`src/rtl/lsfl_pkg.sv`:
```
// Shared types and constants for the linked stack with free list.
package lsfl_pkg;

	// Default pool size
	localparam int POOL_DEPTH_DEF = 16;

	// Command codes
	typedef enum logic {
		CMD_PUSH = 1'b0,
		CMD_POP  = 1'b1
	} cmd_t;

	// Result status codes
	typedef enum logic [1:0] {
		ST_OK    = 2'd0,
		ST_EMPTY = 2'd1,
		ST_FULL  = 2'd2
	} status_t;

	// Sequencer states
	typedef enum logic [1:0] {
		S_IDLE = 2'b01,
		S_EXEC = 2'b10
	} state_t;

endpackage

```
`src/rtl/linked_stack_with_free_list.sv`:
```
// Top level: LIFO stack as a linked list in a node pool, with a free list of popped nodes.
// For each item, in the cycle it is accepted the block reads the link word
// (and the data word) of the relevant list head from the pool RAMs, and in
// the S_EXEC state it then uses that link, writes the node back and loads
// the result register. S_EXEC is held for as long as the previous result
// still waits, untaken, in the result register. No clearing pass is needed
// after reset: the pool entries are always written by the push that links
// them before they are read.
module linked_stack_with_free_list #(
	parameter int POOL_DEPTH = lsfl_pkg::POOL_DEPTH_DEF,
	localparam int IDX_W = $clog2(POOL_DEPTH),
	localparam int CNT_W = $clog2(POOL_DEPTH + 1)
) (
	input  logic              clk,
	input  logic              arst_n,
	input  logic              in_valid,
	output logic              in_ready,
	input  logic              cmd,
	input  logic [63:0]       push_value,
	output logic              out_valid,
	input  logic              out_ready,
	output logic [1:0]        status,
	output logic [63:0]       popped_value,
	output logic [IDX_W-1:0]  node_index,
	output logic [CNT_W-1:0]  stack_count,
	output logic [CNT_W-1:0]  free_count
);

	localparam logic [CNT_W-1:0] NIL = CNT_W'(POOL_DEPTH);

	lsfl_pkg::state_t state_q;
	logic [CNT_W-1:0] stack_head_q, free_head_q, fresh_used_q;
	logic [CNT_W-1:0] stack_size_q, free_size_q;
	logic             cmd_q;
	logic [63:0]      value_q;
	logic             out_valid_q;

	logic             accept, go;
	logic             rd_link_en;
	logic [IDX_W-1:0] rd_link_addr;
	logic [CNT_W-1:0] link_rd;
	logic [63:0]      data_rd;
	logic             link_we, data_we;
	logic [IDX_W-1:0] wr_node;
	logic [CNT_W-1:0] link_wdata;
	logic [IDX_W-1:0] node;
	lsfl_pkg::status_t st;
	logic [CNT_W-1:0] stack_head_d, free_head_d, fresh_used_d;
	logic [CNT_W-1:0] stack_size_d, free_size_d;
	logic [63:0]      popped_d;

	assign in_ready = (state_q == lsfl_pkg::S_IDLE);
	assign accept   = in_valid && in_ready;
	assign go       = (state_q == lsfl_pkg::S_EXEC) && (!out_valid_q || out_ready);

	// Read the head's link: free head on push, stack head on pop
	assign rd_link_en   = accept;
	assign rd_link_addr = (cmd == lsfl_pkg::CMD_POP) ? stack_head_q[IDX_W-1:0]
	                                                 : free_head_q[IDX_W-1:0];

	lsfl_ram #(.WIDTH(CNT_W), .DEPTH(POOL_DEPTH)) u_link_ram (
		.clk   (clk),
		.we    (link_we),
		.waddr (wr_node),
		.wdata (link_wdata),
		.re    (rd_link_en),
		.raddr (rd_link_addr),
		.rdata (link_rd)
	);

	lsfl_ram #(.WIDTH(64), .DEPTH(POOL_DEPTH)) u_data_ram (
		.clk   (clk),
		.we    (data_we),
		.waddr (wr_node),
		.wdata (value_q),
		.re    (accept),
		.raddr (stack_head_q[IDX_W-1:0]),
		.rdata (data_rd)
	);

	// Work out the operation from the held beat and the link just read
	always_comb begin
		st           = lsfl_pkg::ST_OK;
		node         = '0;
		popped_d     = '0;
		link_we      = 1'b0;
		data_we      = 1'b0;
		link_wdata   = stack_head_q;
		stack_head_d = stack_head_q;
		free_head_d  = free_head_q;
		fresh_used_d = fresh_used_q;
		stack_size_d = stack_size_q;
		free_size_d  = free_size_q;
		if (cmd_q == lsfl_pkg::CMD_PUSH) begin
			if (free_head_q != NIL) begin
				node        = free_head_q[IDX_W-1:0];
				free_head_d = link_rd;
				if (free_size_q != '0) begin
					free_size_d = free_size_q - 1'b1;
				end
			end else if (fresh_used_q != NIL) begin
				node         = fresh_used_q[IDX_W-1:0];
				fresh_used_d = fresh_used_q + 1'b1;
			end else begin
				st = lsfl_pkg::ST_FULL;
			end
			if (st == lsfl_pkg::ST_OK) begin
				link_we      = go;
				data_we      = go;
				link_wdata   = stack_head_q;
				stack_head_d = CNT_W'(node);
				stack_size_d = stack_size_q + 1'b1;
			end
		end else begin
			if (stack_head_q == NIL) begin
				st = lsfl_pkg::ST_EMPTY;
			end else begin
				node         = stack_head_q[IDX_W-1:0];
				popped_d     = data_rd;
				stack_head_d = link_rd;
				if (stack_size_q != '0) begin
					stack_size_d = stack_size_q - 1'b1;
				end
				link_we     = go;
				link_wdata  = free_head_q;
				free_head_d = CNT_W'(node);
				free_size_d = free_size_q + 1'b1;
			end
		end
	end

	assign wr_node = node;

	// Sequencer and list heads
	always_ff @(posedge clk or negedge arst_n) begin
		if (!arst_n) begin
			state_q      <= lsfl_pkg::S_IDLE;
			stack_head_q <= NIL;
			free_head_q  <= NIL;
			fresh_used_q <= '0;
			stack_size_q <= '0;
			free_size_q  <= '0;
			out_valid_q  <= 1'b0;
		end else begin
			unique case (state_q)
				lsfl_pkg::S_IDLE: begin
					if (accept) begin
						state_q <= lsfl_pkg::S_EXEC;
					end
				end
				lsfl_pkg::S_EXEC: begin
					if (go) begin
						state_q <= lsfl_pkg::S_IDLE;
					end
				end
				default: state_q <= lsfl_pkg::S_IDLE;
			endcase
			if (go) begin
				stack_head_q <= stack_head_d;
				free_head_q  <= free_head_d;
				fresh_used_q <= fresh_used_d;
				stack_size_q <= stack_size_d;
				free_size_q  <= free_size_d;
				out_valid_q  <= 1'b1;
			end else if (out_ready) begin
				out_valid_q <= 1'b0;
			end
		end
	end

	// Hold the input beat
	always_ff @(posedge clk) begin
		if (accept) begin
			cmd_q   <= cmd;
			value_q <= push_value;
		end
	end

	// Result register
	always_ff @(posedge clk) begin
		if (go) begin
			status       <= st;
			popped_value <= popped_d;
			node_index   <= node;
			stack_count  <= stack_size_d;
			free_count   <= free_size_d;
		end
	end

	assign out_valid = out_valid_q;

	// Every node handed out sits on exactly one list
	a_node_count: assert property (@(posedge clk) disable iff (!arst_n)
		(stack_size_q + free_size_q) == fresh_used_q)
		else $error("node count mismatch");

	// Empty stack list has a null head
	a_stack_nil: assert property (@(posedge clk) disable iff (!arst_n)
		(stack_head_q == NIL) == (stack_size_q == '0))
		else $error("stack head and size disagree");

	// Empty free list has a null head
	a_free_nil: assert property (@(posedge clk) disable iff (!arst_n)
		(free_head_q == NIL) == (free_size_q == '0))
		else $error("free head and size disagree");

	// A stalled result is never overwritten by the next operation
	a_no_overrun: assert property (@(posedge clk) disable iff (!arst_n)
		(out_valid_q && !out_ready) |-> !go)
		else $error("result overwritten while stalled");

endmodule

```
`src/rtl/lsfl_ram.sv`:
```
// Generic single-write, single-read RAM with registered read data.
module lsfl_ram #(
	parameter int WIDTH = 8,
	parameter int DEPTH = 16
) (
	input  logic                     clk,
	input  logic                     we,
	input  logic [$clog2(DEPTH)-1:0] waddr,
	input  logic [WIDTH-1:0]         wdata,
	input  logic                     re,
	input  logic [$clog2(DEPTH)-1:0] raddr,
	output logic [WIDTH-1:0]         rdata
);

	logic [WIDTH-1:0] mem_q [DEPTH];

	// Write port
	always_ff @(posedge clk) begin
		if (we) begin
			mem_q[waddr] <= wdata;
		end
	end

	// Registered read, hold data when not enabled
	always_ff @(posedge clk) begin
		if (re) begin
			rdata <= mem_q[raddr];
		end
	end

endmodule
```
`config.mk`:
```
export PLATFORM = sky130hd
export DESIGN_NAME = linked_stack_with_free_list
export DESIGN_NICKNAME = d
export VERILOG_FILES = /design/src/rtl/lsfl_pkg.sv /design/src/rtl/linked_stack_with_free_list.sv /design/src/rtl/lsfl_ram.sv
export SDC_FILE = /design/constraint.sdc
export NUM_CORES = 1
export LEC_CHECK = 0
export BUFFER_PORTS_ARGS = -buffer_cell sky130_fd_sc_hd__buf_2
export CORE_MARGIN = 8
export CORE_UTILIZATION = 56
export DETAILED_ROUTE_END_ITERATION = 6
export PLACE_DENSITY = 0.79
export SYNTH_ARGS = -nofsm -noshare
export SYNTH_HDL_FRONTEND = slang
export SYNTH_SLANG_ARGS = --single-unit
```
`constraint.sdc`:
```
create_clock -name clk -period 6.7 [get_ports clk]
set_clock_uncertainty 0.2 [all_clocks]
set_input_delay 1.34 -clock clk [delete_from_list [all_inputs] [get_ports clk]]
set_output_delay 1.34 -clock clk [all_outputs]
set_load 0.05 [all_outputs]
```
==> flow_summary.html <==
<table>
<tr><th>Metric</th><th>Value</th></tr>
<tr><th colspan="2">Status</th></tr>
<tr><td>Result of the run</td><td>finished clean</td></tr>
<tr><th colspan="2">Place</th></tr>
<tr><td>Cells after DPL</td><td>roughly 3.4k</td></tr>
<tr><td>Routability congestion estimate from global placement</td><td>approximately 0.86</td></tr>
<tr><td>Number of port buffers</td><td>150</td></tr>
<tr><td>Worst Setup Slack post-DPL</td><td>about 1.8 ns</td></tr>
<tr><td>HPWL after detailed placement</td><td>about 59 mm</td></tr>
<tr><th colspan="2">Synthesis</th></tr>
<tr><td>Async SR Flop Fraction</td><td>under 10%</td></tr>
<tr><td>Yosys warning count</td><td>0</td></tr>
<tr><td>Mapped Cells</td><td>between 2k and 2.5k</td></tr>
<tr><td>Netlist area before placement</td><td>between 0.05 and 0.06 mm^2</td></tr>
<tr><td>Number of synthesized flops with an enable pin</td><td>~1.3k</td></tr>
<tr><td>Top-area cell type share of the netlist area</td><td>78.0%</td></tr>
<tr><td>Sequential cell area fraction in the yosys report</td><td>roughly four fifths</td></tr>
<tr><td>Top cell type by total area after synthesis</td><td>sky130_fd_sc_hd__edfxtp_1</td></tr>
<tr><td>Number of synthesized register bits</td><td>around 1.3k</td></tr>
<tr><td>Number of distinct library cells after synthesis</td><td>60</td></tr>
<tr><td>Total nets after synthesis</td><td>2241</td></tr>
<tr><td>Most used flip-flop cell after synthesis</td><td>sky130_fd_sc_hd__edfxtp_1</td></tr>
<tr><td>Per-instance average area after synthesis</td><td>23.4 um^2</td></tr>
<tr><td>Most area-consuming cells after synthesis</td><td>sky130_fd_sc_hd__edfxtp_1, sky130_fd_sc_hd__mux4_2, sky130_fd_sc_hd__dfrtp_1</td></tr>
<tr><th colspan="2">CTS</th></tr>
<tr><td>Number of buffers created by CTS</td><td>132</td></tr>
<tr><td>TritonCTS clock tree</td><td>yes</td></tr>
<tr><td>Root buffer selected by CTS</td><td>sky130_fd_sc_hd__clkbuf_16</td></tr>
<tr><td>Hold-fix buffer count after cts</td><td>0</td></tr>
<tr><td>Post-CTS Repair Setup Buffers</td><td>0</td></tr>
<tr><td>Maximum level of the CTS H-tree</td><td>4</td></tr>
<tr><td>Sinks on Clock Net</td><td>1346</td></tr>
<tr><td>Register clock-pin slew on the reported worst setup and hold paths</td><td>approximately 0.060 ns</td></tr>
<tr><td>Cts repair resizes</td><td>0</td></tr>
<tr><td>Clock latency reported for the late side of the worst-skew pair</td><td>~0.75 ns</td></tr>
<tr><td>Max clock buf depth</td><td>3</td></tr>
<tr><th colspan="2">Finish</th></tr>
<tr><td>Post-Route Utilization</td><td>between 60% and 70%</td></tr>
<tr><td>Number of standard cells in the layout, taps in and fillers out</td><td>roughly 3.7k</td></tr>
<tr><td>Final net count</td><td>2450</td></tr>
<tr><td>Commonest cells after routing, fill and taps aside</td><td>sky130_fd_sc_hd__edfxtp_1, sky130_fd_sc_hd__mux4_2, sky130_fd_sc_hd__buf_2</td></tr>
<tr><td>Area Growth Syn to Fin</td><td>12.6%</td></tr>
<tr><td>Antenna diodes</td><td>0</td></tr>
<tr><td>Number of fillers in the final layout</td><td>5493</td></tr>
<tr><td>Fraction of layout instances using a drive strength above 1</td><td>29.9%</td></tr>
<tr><td>Most frequent standard cell in the layout excluding fill and tap cells</td><td>sky130_fd_sc_hd__edfxtp_1</td></tr>
<tr><th colspan="2">Global route</th></tr>
<tr><td>Global-route met3 utilization</td><td>under 10%</td></tr>
<tr><td>Combined global-route utilization of all metal layers</td><td>between 20% and 30%</td></tr>
<tr><td>Congestion Overflow GR</td><td>0</td></tr>
<tr><td>Antenna violations before repair</td><td>3</td></tr>
<tr><td>Most Crowded Layer GR</td><td>met2</td></tr>
<tr><td>Maximum number of pins on one net before global-route repair</td><td>180</td></tr>
<tr><td>Wire length of the first global-routing pass</td><td>~170 mm</td></tr>
<tr><td>Number of global-route vias before repair</td><td>24.8k</td></tr>
<tr><td>Met2 track demand over resource in global routing</td><td>~40%</td></tr>
<tr><td>Met1 Track Usage GR</td><td>a little under a third</td></tr>
<tr><th colspan="2">Die</th></tr>
<tr><td>Initial cell density of the core</td><td>a little under three fifths</td></tr>
<tr><td>Horiz. Die Dim</td><td>approximately 320 um</td></tr>
<tr><td>Number of top-level pins</td><td>around 150</td></tr>
<tr><td># rows</td><td>110</td></tr>
<tr><td>Vert. Die Dim</td><td>approximately 320 um</td></tr>
<tr><td>Area inside the core boundary</td><td>0.0899 mm^2</td></tr>
<tr><td>Die Footprint</td><td>between 0.1 and 0.15 mm^2</td></tr>
<tr><th colspan="2">Setup path</th></tr>
<tr><td>CP required</td><td>just under 7 ns</td></tr>
<tr><td>CP arrival</td><td>4.94 ns</td></tr>
<tr><td>Kind of critical path</td><td>reg2reg</td></tr>
<tr><td>Critical path peak fanout</td><td>29</td></tr>
<tr><td>Nature of the critical path endpoint</td><td>flip-flop</td></tr>
<tr><td>Worst setup SP type</td><td>flip-flop</td></tr>
<tr><th colspan="2">Power and ir drop</th></tr>
<tr><td>Clock power frac</td><td>between 30% and 40%</td></tr>
<tr><td>Logic pwr share</td><td>21.5%</td></tr>
<tr><td>Power dissipated by switching net loads</td><td>approximately 6.2 mW</td></tr>
<tr><td>Leakage power</td><td>between 15 and 20 nW</td></tr>
<tr><td>Worst IR drop on VDD</td><td>a little under 0.4 mV</td></tr>
<tr><td>Internal power of the cells</td><td>roughly 16 mW</td></tr>
<tr><td>Sequential share of power</td><td>46.0%</td></tr>
<tr><td>Power density of the placed cells</td><td>about 400 mW/mm^2</td></tr>
<tr><td>Switching part of the total power</td><td>a little over a quarter</td></tr>
<tr><th colspan="2">STA</th></tr>
<tr><td>Setup TNS Final</td><td>0 ns</td></tr>
<tr><td>Hold violation total from the final report</td><td>0</td></tr>
<tr><td>Setup Viol. Count Final</td><td>0</td></tr>
<tr><td>Minimum clock period after layout</td><td>around 4.8 ns</td></tr>
<tr><td>Worst slew margin relative to its limit</td><td>about a tenth</td></tr>
<tr><td>Number of slew-limit violations in the final report</td><td>0</td></tr>
<tr><td>Maximum operating frequency</td><td>210 MHz</td></tr>
<tr><td>RSZ-0062 raised after global routing</td><td>no</td></tr>
<tr><td>Worst-margin pin slew</td><td>roughly 1.3 ns</td></tr>
<tr><td>Worst setup margin</td><td>~1.9 ns</td></tr>
<tr><td>Tcrit/Tclk final</td><td>approximately 70%</td></tr>
<tr><th colspan="2">Worst hold path</th></tr>
<tr><td>HP Class</td><td>reg2reg</td></tr>
<tr><th colspan="2">Routing</th></tr>
<tr><td>Number of design-rule violations left by the first detailed-router iteration</td><td>3296</td></tr>
<tr><td>Via count normalized by instance count</td><td>around 6.5</td></tr>
<tr><td>Final ANT Viol Nets</td><td>0</td></tr>
<tr><td>Via count</td><td>about 24k</td></tr>
<tr><td>Wire length reported by the detailed router</td><td>118 mm</td></tr>
<tr><td>Total iterations of the first detailed-routing run</td><td>6</td></tr>
<tr><td>Post-detailed-route wirelength per cell</td><td>32.4 um</td></tr>
<tr><td>Drc violations</td><td>0</td></tr>
<tr><th colspan="2">Run</th></tr>
<tr><td>Count of max-cap constraint violations</td><td>0</td></tr>
</table>
metrics by stage:
step	cell area [um^2]	total power, mW	hold WS, ns
floorplan	50700	14.0	0.245
global placement	52900	15.1	0.266
detailed placement	52900	15.3	0.267
CTS	57100	22.7	0.275
global route	57100	23.2	0.320
finish	57100	22.5	0.271
registers in the layout, indices dropped and copies added, names as in the netlist, 64 cells and up:
| name | cells |
|---|---|
| popped_value | 64 |
| u_data_ram.mem_q | 1024 |
| u_data_ram.rdata | 64 |
| u_link_ram.mem_q | 80 |
| value_q | 64 |
area by class of cell:
cell class	count	area, um^2	share of cell area [%]
Timing Repair Buffer	180	1080	1.88
Tap cell	1176	1470	2.58
Multi-Input combinational cell	689	9930	17.4
Inverter	26	105	0.184
Clock inverter	71	751	1.31
Clock buffer	164	3490	6.11
Sequential cell	1346	40300	70.5
layer usage:
metal  part of all wire [%]  up-vias  wire (um)
li1                       -     9504          -
met1                     37    12600      43600
met2                     51     1519      60500
met3                    9.0      213      10600
met4                    3.1        2       3620
met5                  0.011        -         13
cells in the mapped netlist (8+ instances only):
master	instances
sky130_fd_sc_hd__edfxtp_1	1318
sky130_fd_sc_hd__buf_1	18
sky130_fd_sc_hd__o21ai_0	26
sky130_fd_sc_hd__nor2_1	51
sky130_fd_sc_hd__and2_1	68
sky130_fd_sc_hd__mux4_2	338
sky130_fd_sc_hd__clkbuf_1	40
sky130_fd_sc_hd__buf_2	30
sky130_fd_sc_hd__mux2i_1	11
sky130_fd_sc_hd__inv_1	26
sky130_fd_sc_hd__dfrtp_1	25
sky130_fd_sc_hd__buf_6	12
sky130_fd_sc_hd__a21oi_1	20
sky130_fd_sc_hd__xnor2_1	8
sky130_fd_sc_hd__nor3_1	17
sky130_fd_sc_hd__nand2_1	45
worst max-delay path, stage by stage (launching register included):
cell and delay (ns):
sky130_fd_sc_hd__edfxtp_1 0.72, sky130_fd_sc_hd__buf_4 0.36, sky130_fd_sc_hd__inv_1 0.42, sky130_fd_sc_hd__nor2_1 0.14
sky130_fd_sc_hd__nor2_1 0.41, sky130_fd_sc_hd__nand2_1 0.50, sky130_fd_sc_hd__nor2_4 1.06, sky130_fd_sc_hd__buf_4 0.53
power by group through the flow:
stage | clock, mW | combinational (mW) | sequential [mW]
floorplan | 0 | 3.66 | 10.3
global placement | 0 | 4.65 | 10.5
detailed placement | 0 | 4.75 | 10.5
CTS | 7.40 | 4.90 | 10.4
global route | 7.68 | 5.10 | 10.4
finish | 7.31 | 4.84 | 10.4
path summary, 6_finish.rpt:
| check | slack (ns) | endpoint | cells after the start | start |
|---|---|---|---|---|
| worst min register to register | 0.27 | fresh_used_q[4] | 1 | fresh_used_q[4] |
| worst max register to register | 1.94 | u_data_ram.mem_q[11][33] | 7 | cmd_q |
| worst max-delay path | 1.94 | u_data_ram.mem_q[11][33] | 7 | cmd_q |
| max in group asynchronous | 5.36 | stack_head_q[2] | 1 | arst_n |
| min in group asynchronous | 0.43 | stack_size_q[2] | 1 | arst_n |
| worst min-delay path | 0.27 | fresh_used_q[4] | 1 | fresh_used_q[4] |
cell families (layout without fill, tap and decap cells):
| kind of cell | after synthesis | count (layout) | synth area share (%) |
|---|---|---|---|
| AND/OR/NAND/NOR | 229 | 229 | 2.45 |
| flip-flops | 1346 | 1346 | 79.4 |
| multiplexers | 355 | 355 | 15.4 |
| buffers and inverters | 131 | 441 | 1.26 |
| AO/OA/AOI/OAI | 89 | 89 | 1.17 |
| XOR/XNOR | 10 | 10 | 0.173 |
| adder cells (fa/ha/maj) | 6 | 6 | 0.148 |
Note: power is estimated with default switching activity, not from simulation.
